--- src/sv/utf8_to_utf16_transcoder_macros.svh ---
// assertion macros for the utf8 to utf16 transcoder
// no dependencies; included by the top level only
`ifndef UTF8_TO_UTF16_TRANSCODER_MACROS_SVH
`define UTF8_TO_UTF16_TRANSCODER_MACROS_SVH
`ifndef SYNTH
// same-cycle implication, checked outside reset
`define U8U16_ASSERT_IMPL(lbl, clk, rst_n, ante, cons) \
  lbl: assert property (@(posedge clk) disable iff (!rst_n) (ante) |-> (cons)) \
    else $error("u8u16 assertion failed");
// next-cycle implication, checked outside reset
`define U8U16_ASSERT_NEXT(lbl, clk, rst_n, ante, cons) \
  lbl: assert property (@(posedge clk) disable iff (!rst_n) (ante) |=> (cons)) \
    else $error("u8u16 assertion failed");
`else
`define U8U16_ASSERT_IMPL(lbl, clk, rst_n, ante, cons)
`define U8U16_ASSERT_NEXT(lbl, clk, rst_n, ante, cons)
`endif
`endif

--- src/sv/u8u16_pkg.sv ---
// shared types, constants and helper functions of the utf8 to utf16 transcoder
// no dependencies
`timescale 1ns / 1ps

package u8u16_pkg;

  typedef logic [7:0]  byte_t;
  typedef logic [15:0] unit_t;
  typedef logic [2:0]  seq_len_t;
  typedef logic [1:0]  cnt_t;

  localparam int HELD_DEPTH = 3;
  localparam int MAX_UNITS  = 3;

  localparam unit_t       UNIT_REPL    = 16'hFFFD;
  localparam unit_t       SURR_HI_BASE = 16'hD800;
  localparam unit_t       SURR_LO_BASE = 16'hDC00;
  localparam logic [20:0] SUPP_BASE    = 21'h10000;
  localparam logic [20:0] LOW10_MASK   = 21'h003FF;

  localparam byte_t LEAD4_MASK = 8'hF8;
  localparam byte_t LEAD4_CODE = 8'hF0;
  localparam byte_t LEAD3_MASK = 8'hF0;
  localparam byte_t LEAD3_CODE = 8'hE0;
  localparam byte_t LEAD2_MASK = 8'hE0;
  localparam byte_t LEAD2_CODE = 8'hC0;
  localparam byte_t PAY4_MASK  = 8'h07;
  localparam byte_t PAY2_MASK  = 8'h1F;

  // result of decoding one byte together with the held bytes
  typedef struct packed {
    cnt_t                     n;
    unit_t [MAX_UNITS-1:0]    units;
    logic                     flush;
    seq_len_t                 need;
  } dec_res_t;

  // group of units handed to the output buffer
  typedef struct packed {
    cnt_t                     n;
    unit_t [MAX_UNITS-1:0]    units;
    logic                     text_end;
  } obuf_load_t;

  // sequence length from a lead byte, zero for an invalid lead
  function automatic seq_len_t lead_length(input byte_t b);
    seq_len_t len;
    if (!b[7])                              len = 3'd1;
    else if ((b & LEAD2_MASK) == LEAD2_CODE) len = 3'd2;
    else if ((b & LEAD3_MASK) == LEAD3_CODE) len = 3'd3;
    else if ((b & LEAD4_MASK) == LEAD4_CODE) len = 3'd4;
    else                                     len = 3'd0;
    return len;
  endfunction

  // two byte sequence to a code unit
  function automatic unit_t cp2(input byte_t b0, input byte_t b1);
    byte_t p0;
    p0 = b0 & PAY2_MASK;
    return {5'd0, p0[4:0], b1[5:0]};
  endfunction

  // single byte after a replaced lead: ascii passes, anything else is replaced
  function automatic unit_t lone_unit(input byte_t b);
    return (lead_length(b) == 3'd1) ? {8'd0, b} : UNIT_REPL;
  endfunction

endpackage

--- src/sv/u8u16_if.sv ---
// valid/ready channel interfaces for byte input and code unit output
// depends on u8u16_pkg
`timescale 1ns / 1ps

interface u8u16_in_if import u8u16_pkg::*; ();
  logic  valid;
  logic  ready;
  byte_t data_byte;
  logic  text_end;

  modport source (output valid, output data_byte, output text_end, input ready);
  modport sink   (input valid, input data_byte, input text_end, output ready);
endinterface

interface u8u16_out_if import u8u16_pkg::*; ();
  logic  valid;
  logic  ready;
  unit_t code_unit;
  logic  run_last;
  logic  final_unit;

  modport source (output valid, output code_unit, output run_last, output final_unit,
                  input ready);
  modport sink   (input valid, input code_unit, input run_last, input final_unit,
                  output ready);
endinterface

--- src/sv/utf8_to_utf16_transcoder.sv ---
// utf8 to utf16 transcoder: byte register, sequence state, decoder, output buffer
// path: each byte is registered, then its units are loaded into the output buffer when that is free
// throughput: one byte per cycle while each byte gives at most one unit and out_chan is ready;
//   a byte that gives several units holds the output buffer until all are sent (one unit per transfer)
// reset: synchronous active-low rst_n empties both registers and closes any sequence
`timescale 1ns / 1ps
`include "utf8_to_utf16_transcoder_macros.svh"

module utf8_to_utf16_transcoder import u8u16_pkg::*; (
  input  logic         clk,
  input  logic         rst_n,
  u8u16_in_if.sink     in_chan,
  u8u16_out_if.source  out_chan
);

  // input register
  logic   in_vld_r;
  byte_t  in_byte_r;
  logic   in_end_r;

  // open sequence state; held bytes are only read below the held count
  byte_t [HELD_DEPTH-1:0] held_r;
  cnt_t                   held_cnt_r;
  seq_len_t               seq_len_r;

  dec_res_t    dec;
  obuf_load_t  obuf_in;
  logic        obuf_load;
  logic        obuf_free;
  logic        take;
  logic        in_xfer;

  // a byte leaves the input register once its units have room, or right
  // away when it only extends the open sequence
  assign take          = in_vld_r && (obuf_free || (dec.n == 2'd0));
  assign in_chan.ready = !in_vld_r || take;
  assign in_xfer       = in_chan.valid && in_chan.ready;

  always_ff @(posedge clk) begin
    if (!rst_n) begin
      in_vld_r <= 1'b0;
    end else if (in_xfer) begin
      in_vld_r <= 1'b1;
    end else if (take) begin
      in_vld_r <= 1'b0;
    end
  end

  always_ff @(posedge clk) begin
    if (in_xfer) begin
      in_byte_r <= in_chan.data_byte;
      in_end_r  <= in_chan.text_end;
    end
  end

  u8u16_dec u_dec (
    .held_bytes (held_r),
    .held_count (held_cnt_r),
    .seq_len    (seq_len_r),
    .data_byte  (in_byte_r),
    .text_end   (in_end_r),
    .res        (dec)
  );

  // sequence bookkeeping: close on flush, else append the byte
  always_ff @(posedge clk) begin
    if (!rst_n) begin
      held_cnt_r <= 2'd0;
      seq_len_r  <= 3'd0;
    end else if (take) begin
      if (dec.flush) begin
        held_cnt_r <= 2'd0;
        seq_len_r  <= 3'd0;
      end else begin
        held_cnt_r <= held_cnt_r + 2'd1;
        seq_len_r  <= dec.need;
      end
    end
  end

  always_ff @(posedge clk) begin
    if (take && !dec.flush) begin
      held_r[held_cnt_r] <= in_byte_r;
    end
  end

  // hand the decoded group to the output side
  assign obuf_load        = take && (dec.n != 2'd0);
  assign obuf_in.n        = dec.n;
  assign obuf_in.units    = dec.units;
  assign obuf_in.text_end = in_end_r;

  u8u16_obuf u_obuf (
    .clk       (clk),
    .rst_n     (rst_n),
    .load      (obuf_load),
    .load_data (obuf_in),
    .free      (obuf_free),
    .out_ch    (out_chan)
  );

  // an open sequence always holds at least its lead, and never all of it
  `U8U16_ASSERT_IMPL(a_open_iff_held, clk, rst_n, 1'b1, ((seq_len_r == 3'd0) == (held_cnt_r == 2'd0)))
  `U8U16_ASSERT_IMPL(a_held_below_len, clk, rst_n, seq_len_r != 3'd0, {1'b0, held_cnt_r} < seq_len_r)
  // a flushing byte leaves no sequence open
  `U8U16_ASSERT_NEXT(a_flush_closes, clk, rst_n, take && dec.flush, held_cnt_r == 2'd0)
  // a group never lands on units still waiting in the output buffer
  `U8U16_ASSERT_IMPL(a_load_when_free, clk, rst_n, obuf_load, obuf_free)

endmodule

--- src/sv/u8u16_dec.sv ---
// combinational decoder: one byte plus the held bytes to up to three code units
// depends on u8u16_pkg
`timescale 1ns / 1ps

module u8u16_dec import u8u16_pkg::*; (
  input  byte_t [HELD_DEPTH-1:0] held_bytes,
  input  cnt_t                   held_count,
  input  seq_len_t               seq_len,
  input  byte_t                  data_byte,
  input  logic                   text_end,
  output dec_res_t               res
);

  byte_t [3:0]  win;
  seq_len_t     total;
  seq_len_t     len_in;
  seq_len_t     len0;
  seq_len_t     len1;
  logic [20:0]  cp4;
  logic [20:0]  c4;
  logic [20:0]  c4_lo;

  always_comb begin
    for (int k = 0; k < HELD_DEPTH; k++) begin
      win[k] = (k < int'(held_count)) ? held_bytes[k] : data_byte;
    end
    win[3] = data_byte;
  end

  assign total  = {1'b0, held_count} + 3'd1;
  assign len_in = lead_length(data_byte);
  assign len0   = lead_length(win[0]);
  assign len1   = lead_length(win[1]);
  assign cp4    = {win[0][2:0] & PAY4_MASK[2:0], win[1][5:0], win[2][5:0], win[3][5:0]};
  assign c4     = cp4 - SUPP_BASE;
  assign c4_lo  = c4 & LOW10_MASK;

  always_comb begin
    res.need  = (seq_len != 3'd0) ? seq_len : ((len_in == 3'd0) ? 3'd1 : len_in);
    res.flush = (total >= res.need) || text_end;
    res.n     = 2'd0;
    res.units = '0;
    if (res.flush) begin
      if (len0 != 3'd0 && len0 == total) begin
        // complete sequence
        res.n = 2'd1;
        unique case (len0)
          3'd1: res.units[0] = {8'd0, win[0]};
          3'd2: res.units[0] = cp2(win[0], win[1]);
          3'd3: res.units[0] = {win[0][3:0], win[1][5:0], win[2][5:0]};
          3'd4: begin
            if (cp4[20:16] != 5'd0) begin
              res.n        = 2'd2;
              res.units[0] = SURR_HI_BASE + {5'd0, c4[20:10]};
              res.units[1] = SURR_LO_BASE + c4_lo[15:0];
            end else begin
              res.units[0] = cp4[15:0];
            end
          end
          default: res.units[0] = UNIT_REPL;
        endcase
      end else begin
        // lead replaced, bytes after it decoded as the end of the text
        res.units[0] = UNIT_REPL;
        case (held_count)
          2'd0: res.n = 2'd1;
          2'd1: begin
            res.n        = 2'd2;
            res.units[1] = lone_unit(win[1]);
          end
          default: begin
            if (len1 == 3'd2) begin
              res.n        = 2'd2;
              res.units[1] = cp2(win[1], win[2]);
            end else begin
              res.n        = 2'd3;
              res.units[1] = lone_unit(win[1]);
              res.units[2] = lone_unit(win[2]);
            end
          end
        endcase
      end
    end
  end

endmodule

--- src/sv/u8u16_obuf.sv ---
// output buffer: holds the units of one byte and sends them one per transfer
// depends on u8u16_pkg and u8u16_out_if
`timescale 1ns / 1ps

module u8u16_obuf import u8u16_pkg::*; (
  input  logic               clk,
  input  logic               rst_n,
  input  logic               load,
  input  obuf_load_t         load_data,
  output logic               free,
  u8u16_out_if.source        out_ch
);

  unit_t [MAX_UNITS-1:0] units_r;
  cnt_t                  cnt_r;
  cnt_t                  idx_r;
  logic                  end_r;
  logic                  last;
  logic                  xfer;

  assign last = (idx_r == (cnt_r - 2'd1));
  assign xfer = out_ch.valid && out_ch.ready;
  assign free = (cnt_r == 2'd0) || (xfer && last);

  always_ff @(posedge clk) begin
    if (!rst_n) begin
      cnt_r <= 2'd0;
      idx_r <= 2'd0;
    end else if (load) begin
      cnt_r <= load_data.n;
      idx_r <= 2'd0;
    end else if (xfer) begin
      if (last) begin
        cnt_r <= 2'd0;
      end else begin
        idx_r <= idx_r + 2'd1;
      end
    end
  end

  always_ff @(posedge clk) begin
    if (load) begin
      units_r <= load_data.units;
      end_r   <= load_data.text_end;
    end
  end

  always_comb begin
    case (idx_r)
      2'd0:    out_ch.code_unit = units_r[0];
      2'd1:    out_ch.code_unit = units_r[1];
      default: out_ch.code_unit = units_r[2];
    endcase
  end

  assign out_ch.valid      = (cnt_r != 2'd0);
  assign out_ch.run_last   = last;
  assign out_ch.final_unit = last && end_r;

endmodule
--- src/flat_wrapper.sv ---
// flat-port wrapper written by rule: the top's interface ports become plain ports
module utf8_to_utf16_transcoder_flat import u8u16_pkg::*;
  (clk, rst_n, in_chan_valid, in_chan_data_byte, in_chan_text_end, in_chan_ready, out_chan_valid, out_chan_code_unit, out_chan_run_last, out_chan_final_unit, out_chan_ready);
  u8u16_in_if in_chan_i ();
  u8u16_out_if out_chan_i ();
  input  logic clk;
  input  logic rst_n;
  input wire logic [$bits(in_chan_i.valid)-1:0] in_chan_valid;
  input wire logic [$bits(in_chan_i.data_byte)-1:0] in_chan_data_byte;
  input wire logic [$bits(in_chan_i.text_end)-1:0] in_chan_text_end;
  output wire logic [$bits(in_chan_i.ready)-1:0] in_chan_ready;
  output wire logic [$bits(out_chan_i.valid)-1:0] out_chan_valid;
  output wire logic [$bits(out_chan_i.code_unit)-1:0] out_chan_code_unit;
  output wire logic [$bits(out_chan_i.run_last)-1:0] out_chan_run_last;
  output wire logic [$bits(out_chan_i.final_unit)-1:0] out_chan_final_unit;
  input wire logic [$bits(out_chan_i.ready)-1:0] out_chan_ready;
  assign in_chan_i.valid = in_chan_valid;
  assign in_chan_i.data_byte = in_chan_data_byte;
  assign in_chan_i.text_end = in_chan_text_end;
  assign in_chan_ready = in_chan_i.ready;
  assign out_chan_valid = out_chan_i.valid;
  assign out_chan_code_unit = out_chan_i.code_unit;
  assign out_chan_run_last = out_chan_i.run_last;
  assign out_chan_final_unit = out_chan_i.final_unit;
  assign out_chan_i.ready = out_chan_ready;
  utf8_to_utf16_transcoder u_core (.clk(clk), .rst_n(rst_n), .in_chan(in_chan_i), .out_chan(out_chan_i));
endmodule
--- config.mk ---
export PLATFORM = sky130hd
export DESIGN_NAME = utf8_to_utf16_transcoder_flat
export DESIGN_NICKNAME = d
export VERILOG_FILES = /design/src/sv/u8u16_pkg.sv /design/src/sv/u8u16_if.sv /design/src/sv/utf8_to_utf16_transcoder.sv /design/src/sv/u8u16_dec.sv /design/src/sv/u8u16_obuf.sv /design/src/flat_wrapper.sv
export VERILOG_INCLUDE_DIRS = /design/src /design/src/sv
export SDC_FILE = /design/constraint.sdc
export NUM_CORES = 1
export LEC_CHECK = 0
export BUFFER_PORTS_ARGS = -buffer_cell sky130_fd_sc_hd__buf_2
export CAP_MARGIN = 20
export CELL_PAD_IN_SITES_DETAIL_PLACEMENT = 1
export CELL_PAD_IN_SITES_GLOBAL_PLACEMENT = 1
export CORE_ASPECT_RATIO = 1.75
export CORE_MARGIN = 2
export CORE_UTILIZATION = 49
export DETAILED_ROUTE_END_ITERATION = 7
export PLACE_DENSITY_LB_ADDON = 0.2
export SETUP_SLACK_MARGIN = 0.1
export SYNTH_ARGS = -nofsm -noshare
export SYNTH_HDL_FRONTEND = slang
export SYNTH_HIERARCHICAL = 1
export SYNTH_SLANG_ARGS = --single-unit
--- constraint.sdc ---
create_clock -name clk -period 9.15 [get_ports clk]
set_clock_uncertainty 0.2 [all_clocks]
set_input_delay 0.4575 -clock clk [delete_from_list [all_inputs] [get_ports clk]]
set_output_delay 0.4575 -clock clk [all_outputs]
set_load 0.005 [all_outputs]
==> results of run 1 <==
## Yosys cell counts (13+ instances only)
cell type  instances  area, µm²
a21oi_1           25      125.1
a22oi_1           19      142.6
buf_4             13      97.59
clkbuf_1          16      60.06
edfxtp_1          82       2462
ha_1              14      175.2
inv_1             23      86.33
mux2_2            18      202.7
mux2i_1           32      320.3
nand2_1           57      214.0
nand3_1           16      80.08
nor2_1            13      48.80
o211ai_1          15      112.6
## kinds of logic (layout without fill, tap and decap cells)
kind of cell    after synthesis  count (layout)  synth area share
mux                          51              51            0.1016
compound gates              118             118            0.1614
flops                        92              92            0.5064
simple gates                135             135            0.1299
fa+ha+maj                    14              14           0.03332
buf+inv                      66              80           0.06068
xor+xnor                      4               4          0.006663
## power by group through the flow
stage	clock network (mW)	registers [mW]	logic, mW
finish	0.350	0.497	0.134
global route	0.373	0.499	0.147
CTS	0.359	0.497	0.133
detailed placement	0	0.506	0.133
global placement	0	0.504	0.130
floorplan	0	0.500	0.0936
## cell usage in the layout (no fill, tap or decap), drive strengths merged, types with 15 or more instances in the layout
master / n
nand3: 16
nand2: 58
a21oi: 26
edfxtp: 82
mux2i: 32
a22oi: 19
mux2: 19
inv: 24
o211ai: 15
buf: 40
## sequential cells by signal, summed over array words and instances, names as in the netlist
name	count
u_core/u_obuf/units_r	48
u_core/held_r	24
u_core/in_byte_r	8
u_core/seq_len_r	3
u_core/held_cnt_r	2
u_core/u_obuf/cnt_r	2
u_core/u_obuf/idx_r	2
u_core/in_end_r	1
u_core/in_vld_r	1
u_core/u_obuf/end_r	1
## through the flow
stage	hold WS (ps)	utilization	std cells
3_3_place_gp	277.5	0.5124	607
6_report	89.19	0.5400	624
5_1_grt	75.68	0.5400	624
2_1_floorplan	227.5	-	480
4_1_cts	74.95	0.5400	624
3_5_place_dp	277.7	0.5129	608
## layer usage
layer,share of wire,GRT usage,vias to the layer above,wire (µm)
li1,-,-,1825,-
met1,0.39,0.2896,1923,5334
met2,0.55,0.4491,132,7556
met3,0.044,0.04417,30,602
met4,0.025,0.08772,0,343
met5,0,0,-,0
## final cells by class
cell class,instances,area share
Clock inverter,6,0.008328
Clock buffer,10,0.04186
Tap cell,130,0.02849
Sequential cell,92,0.4664
Timing Repair Buffer,40,0.03813
Multi-Input combinational cell,322,0.4011
Inverter,24,0.01578
## path summary, 6_finish.rpt
path,to,from,cells after the start,slack [ps]
worst min-delay path,u_core/in_byte_r[1],in_chan_data_byte[1],1,90
worst min register to register,u_core/u_obuf/end_r,u_core/in_end_r,0,300
worst max register to register,u_core/u_obuf/idx_r[0],u_core/held_cnt_r[1],15,3080
worst max-delay path,u_core/u_obuf/idx_r[0],u_core/held_cnt_r[1],15,3080
==> impl_results.md, run 1 <==
- Slowest cell on crit path: clkinv_1
- Worst-Margin Slew: 1171 ps
- Clock power share: 0.357
- FFs w/ async S/R, synth: 0
- Clock Latency Late Sink: 340 ps
- Pwr per Cell Area: 171.9 mW/mm²
- Class of the worst hold path: primary input to flip-flop
- Initial DRC Count: 326
- IO Port Bufs: 32
- Fin nets: 516
- Syn nets: ~500
- Diodes inserted: 0
- Max_cap viols: 0
- Most used flip-flop cell after synthesis: edfxtp_1
- Seq. cell area: 0.002663 mm²
- Tmin final: 6072 ps
- Period utilization: 0.6636
- Post-Syn Instances: 480
- Sw frac: 0.2614
- P_sw: 256.6 µW
- Area post-placement: roughly 0.0054 mm²
- Initial DRT Pass Iterations: 5
- Fin. max-slew vios: 0
- Via density: 6.266
- Area grow syn2layout: 8.591%
- Synth Register Bits: 92
- Cts hold-fix bufs: 0
- Filler Cell Count: 1131
- Warnings, synthesis: 6
- Final-report hold violation count: 0
- Largest net degree at the start of global routing: 55
- Root Buffer: clkbuf_16
- Clock transition at path regs: 70 ps
- Crit path DAT: 6110 ps
- Fin area: 0.005709 mm²
- Delay-heaviest family, CP: compound AO/OA/AOI/OAI gates
- Startpoint types: flip-flop
- LEAKAGE: 2.059 nW
- Total Routing Usage GR: 0.2504
- Core area: 0.01057 mm²
- CP max FO: 54
- Drt drc: 0
- Cell variety after synth: between 50 and 60
- Power Total: around 980 µW
- Clock Sinks: between 90 and 100
- WL final: 13840 µm
- Total number of vias: 3910
- Sequential fraction of design power: 0.506
- Die Y: 141.0 µm
- Max clock buf depth: 2
- Final setup fails: 0
- Total gr overflow: 0
- I/O pin count: 33
- Setup WS pre-CTS: 3129 ps
- Setup repair bufs after CTS: 0
- Peak VDD IR: 0.0001303 V
- Internal Power: 724.9 µW
- CP Class: flip-flop to flip-flop
- Die area: 0.01161 mm²
- Combinational group share of total power: 0.137
- Worst setup EP type: flip-flop
- Chip width: 82.30 µm
- WP buf/inv: 3
- GP Congestion: 0.9666
- Max Clk Rate: 164.7 MHz
- Area of the multi-input gates: 0.002290 mm²
- Cell mode on critical path: ha_1
- Setup WS post-layout: 3078 ps
- Num CTS Buffers: 9
- TritonCTS clock tree: built
- Syn Area/Cell: 10.95 µm²
- Vias in the first global route: ~4000
- Layout cells sized above 1: 0.1781
- Setup_tns: 0 ps
- Run status: complete, no violations
- DP HPWL: 10150 µm
- CTS resizes: 0
- RSZ-0062 raised after global routing: no
- Initial Utilization: 0.4973
- Slowest Stage Delay on Critical Path: 920 ps
- First-pass GRT wire length: 21800 µm
- Routed length per placed instance: about 22 µm
- Initial antenna violation count: 0
- CTS H-tree lvls: 3
- Slew HR: 0.2191
- Core Rows: 50
- Sequential cell area fraction in the yosys report: 0.5064
- CP Cell Sequence: inv_1 -> ha_1 -> ha_1 -> a21oi_1 -> o21a_1 -> clkinv_1 -> o311ai_4 -> o41ai_1 -> o21bai_1 -> nand2_2 -> nor2_4 -> buf_4 -> nor2b_1 -> nand2_1 -> mux2i_1
- CP required: 9190 ps
- Mapped Area: 0.005258 mm²
- Number of synthesized flops with an enable pin: 82
- Post-DRT Antenna Nets: 0
Power figures use the tool's default switching activity.
==> run 2: changes to the inputs <==
--- a/config.mk
+++ b/config.mk
@@ -12,7 +12,7 @@
 export CELL_PAD_IN_SITES_GLOBAL_PLACEMENT = 1
 export CORE_ASPECT_RATIO = 1.75
 export CORE_MARGIN = 2
-export CORE_UTILIZATION = 49
+export CORE_UTILIZATION = 45
 export DETAILED_ROUTE_END_ITERATION = 7
 export PLACE_DENSITY_LB_ADDON = 0.2
 export SETUP_SLACK_MARGIN = 0.1
==> constraint.sdc (replaced) <==
create_clock -name clk -period 5.5 [get_ports clk]
set_clock_uncertainty 0.2 [all_clocks]
set_input_delay 0.275 -clock clk [delete_from_list [all_inputs] [get_ports clk]]
set_output_delay 0.275 -clock clk [all_outputs]
set_load 0.005 [all_outputs]
==> impl_results.md, run 2 (synthesis gave the netlist of run 1 again) <==
- Fin. max-slew vios: 0
- Layout cells sized above 1: 0.1855
- Most common cell after layout, fill and taps aside: edfxtp_1
- Max_cap viols: 0
- Total Routing Usage GR: 0.2264
- Sequential fraction of design power: 0.492
- Vias in the first global route: 4137
- DP HPWL: 10100 µm
- Chip width: 85.71 µm
- GP Congestion: 0.9311
- Die Y: 147.0 µm
- Worst-Margin Slew: 723.3 ps
- Worst r2r dst: u_core/u_obuf/idx_r[1]
- TritonCTS clock tree: built
- Core area: between 0.01 and 0.015 mm²
- Slew HR: 0.5178
- Clock Latency Late Sink: 340 ps
- Internal Power: 1.248 mW
- Fin area: 0.005893 mm²
- Sw frac: 0.2557
- Hold Crit Endpoint: u_core/in_vld_r
- Pwr per Cell Area: 284.6 mW/mm²
- Crit path DAT: 4790 ps
- Internal reg-to-reg setup slack: 750 ps
- Final-report hold violation count: 0
- Setup repair bufs after CTS: 0
- Most frequent cells in the layout: 82 x edfxtp_1, 57 x nand2_1, 32 x buf_2, 32 x mux2i_1, 25 x a21oi_1
- Clock power share: 0.370
- Core Rows: 52
- P_sw: 428.8 µW
- Num CTS Buffers: 9
- Filler Cell Count: 1261
- Diodes inserted: 0
- LEAKAGE: ~2.1 nW
- Post-DRT Antenna Nets: 0
- Routed length per placed instance: 21.36 µm
- Setup_tns: 0 ps
- Slowest cell on crit path: edfxtp_1
- Area grow syn2layout: 12.09%
- WHS: 135.4 ps
- First-pass GRT wire length: between 20000 and 25000 µm
- CP required: 5530 ps
- Biggest regs: u_core/u_obuf/units_r (48), u_core/held_r (24), u_core/in_byte_r (8)
- Root Buffer: clkbuf_16
- Drt drc: 0
- Initial antenna violation count: 0
- WL final: 13820 µm
- Worst setup EP type: flip-flop
- Run status: complete, no violations
- Slowest Stage Delay on Critical Path: 570 ps
- Initial DRT Pass Iterations: 5
- Worst R2R Path Depth: 18
- Combinational group share of total power: 0.139
- CP Cell Sequence: nand2b_1 -> a21oi_1 -> o31ai_1 -> ha_1 -> nand2b_1 -> a21oi_1 -> o21a_1 -> buf_4 -> clkinv_1 -> o311ai_4 -> o41ai_1 -> o21bai_1 -> nand2_2 -> nor2_4 -> buf_6 -> nor2b_1 -> nand2_1 -> mux2i_1
- CP Class: flip-flop to flip-flop
- CTS H-tree lvls: 3
- CP max FO: 54
- Fin nets: around 530
- IO Port Bufs: 32
- Worst hold path depth: 2
- Total number of vias: 3943
- Reg-to-reg startpoint: u_core/in_byte_r[4]
- Largest Register: u_core/u_obuf/units_r
- Clock Sinks: between 90 and 100
- Total gr overflow: 0
- Class of the worst hold path: primary input to flip-flop
- Max Clk Rate: around 210 MHz
- Die area: around 0.013 mm²
- Peak VDD IR: 0.0002050 V
- RSZ-0062 raised after global routing: no
- WP buf/inv: 3
- Initial Utilization: 0.4591
- Delay-heaviest family, CP: compound AO/OA/AOI/OAI gates
- I/O pin count: 33
- Period utilization: 0.8645
- Startpoint types: flip-flop
- Final setup fails: 0
- Via density: roughly 6.1
- Tmin final: 4755 ps
- Hold path startpoint: rst_n
- Clock transition at path regs: 70 ps
- Area post-placement: 0.005484 mm²
- Max reg flops: 48
- Initial DRC Count: roughly 340
- Max clock buf depth: 2
- Largest net degree at the start of global routing: 55
## run 2: stage by stage
stage	power [mW]	cells	util	worst slack [ps]
final	1.677	647	0.5146	745.4
after floorplan	0.9869	480	-	645.3
after CTS	1.695	646	0.5139	560.7
after global routing	1.741	647	0.5146	245.7
after global placement	1.057	620	0.4789	841.5
after detailed placement	1.063	620	0.4789	632.5
## run 2: cell type report
cell class | instances | area [µm²] | area share
clock buffer | 10 | 229.0 | 0.03885
clock inverter | 6 | 71.32 | 0.01210
inverter | 24 | 90.09 | 0.01529
multi-input combinational | 322 | 2290 | 0.3885
sequential | 92 | 2663 | 0.4518
tap | 135 | 168.9 | 0.02866
timing repair buffer | 58 | 381.6 | 0.06476
## run 2: timing repair
| item | CTS | global route |
|---|---|---|
| hold endpoints to repair | 10 | 0 |
| endpoints found under the setup margin | 0 | 2 |
| resized for setup | 0 | 1 |
| hold buffers | 10 | 0 |
## run 2: worst max-delay path by stage
stage / startpoint / to / slack (ps) / cells after the start
finish: u_core/in_byte_r[4] / u_core/u_obuf/idx_r[1] / 750 / 18
global route: u_core/in_byte_r[4] / u_core/u_obuf/idx_r[1] / 250 / 18
CTS: u_core/in_byte_r[4] / u_core/u_obuf/idx_r[1] / 560 / 18
detailed placement: u_core/in_byte_r[4] / u_core/u_obuf/idx_r[1] / 630 / 18
global placement: u_core/in_byte_r[4] / u_core/u_obuf/idx_r[0] / 840 / 18
floorplan: u_core/held_cnt_r[1] / u_core/u_obuf/idx_r[0] / 650 / 16
## run 2: power groups by stage
| stage | Clock, mW | Sequential [mW] | Combinational (mW) |
|---|---|---|---|
| finish | 0.620 | 0.824 | 0.232 |
| global route | 0.659 | 0.828 | 0.254 |
| CTS | 0.639 | 0.825 | 0.231 |
| detailed placement | 0 | 0.840 | 0.223 |
| global placement | 0 | 0.838 | 0.219 |
| floorplan | 0 | 0.830 | 0.157 |
## run 2: layer usage
layer  vias to the layer above  wire [µm]  share of wire  global-route usage
met3                        26        382          0.028             0.03202
met4                         0        459          0.033              0.1143
met5                         -          0              0                   0
met2                        90       7710           0.56              0.4125
li1                       1865          -              -                   -
met1                      1962       5270           0.38              0.2505
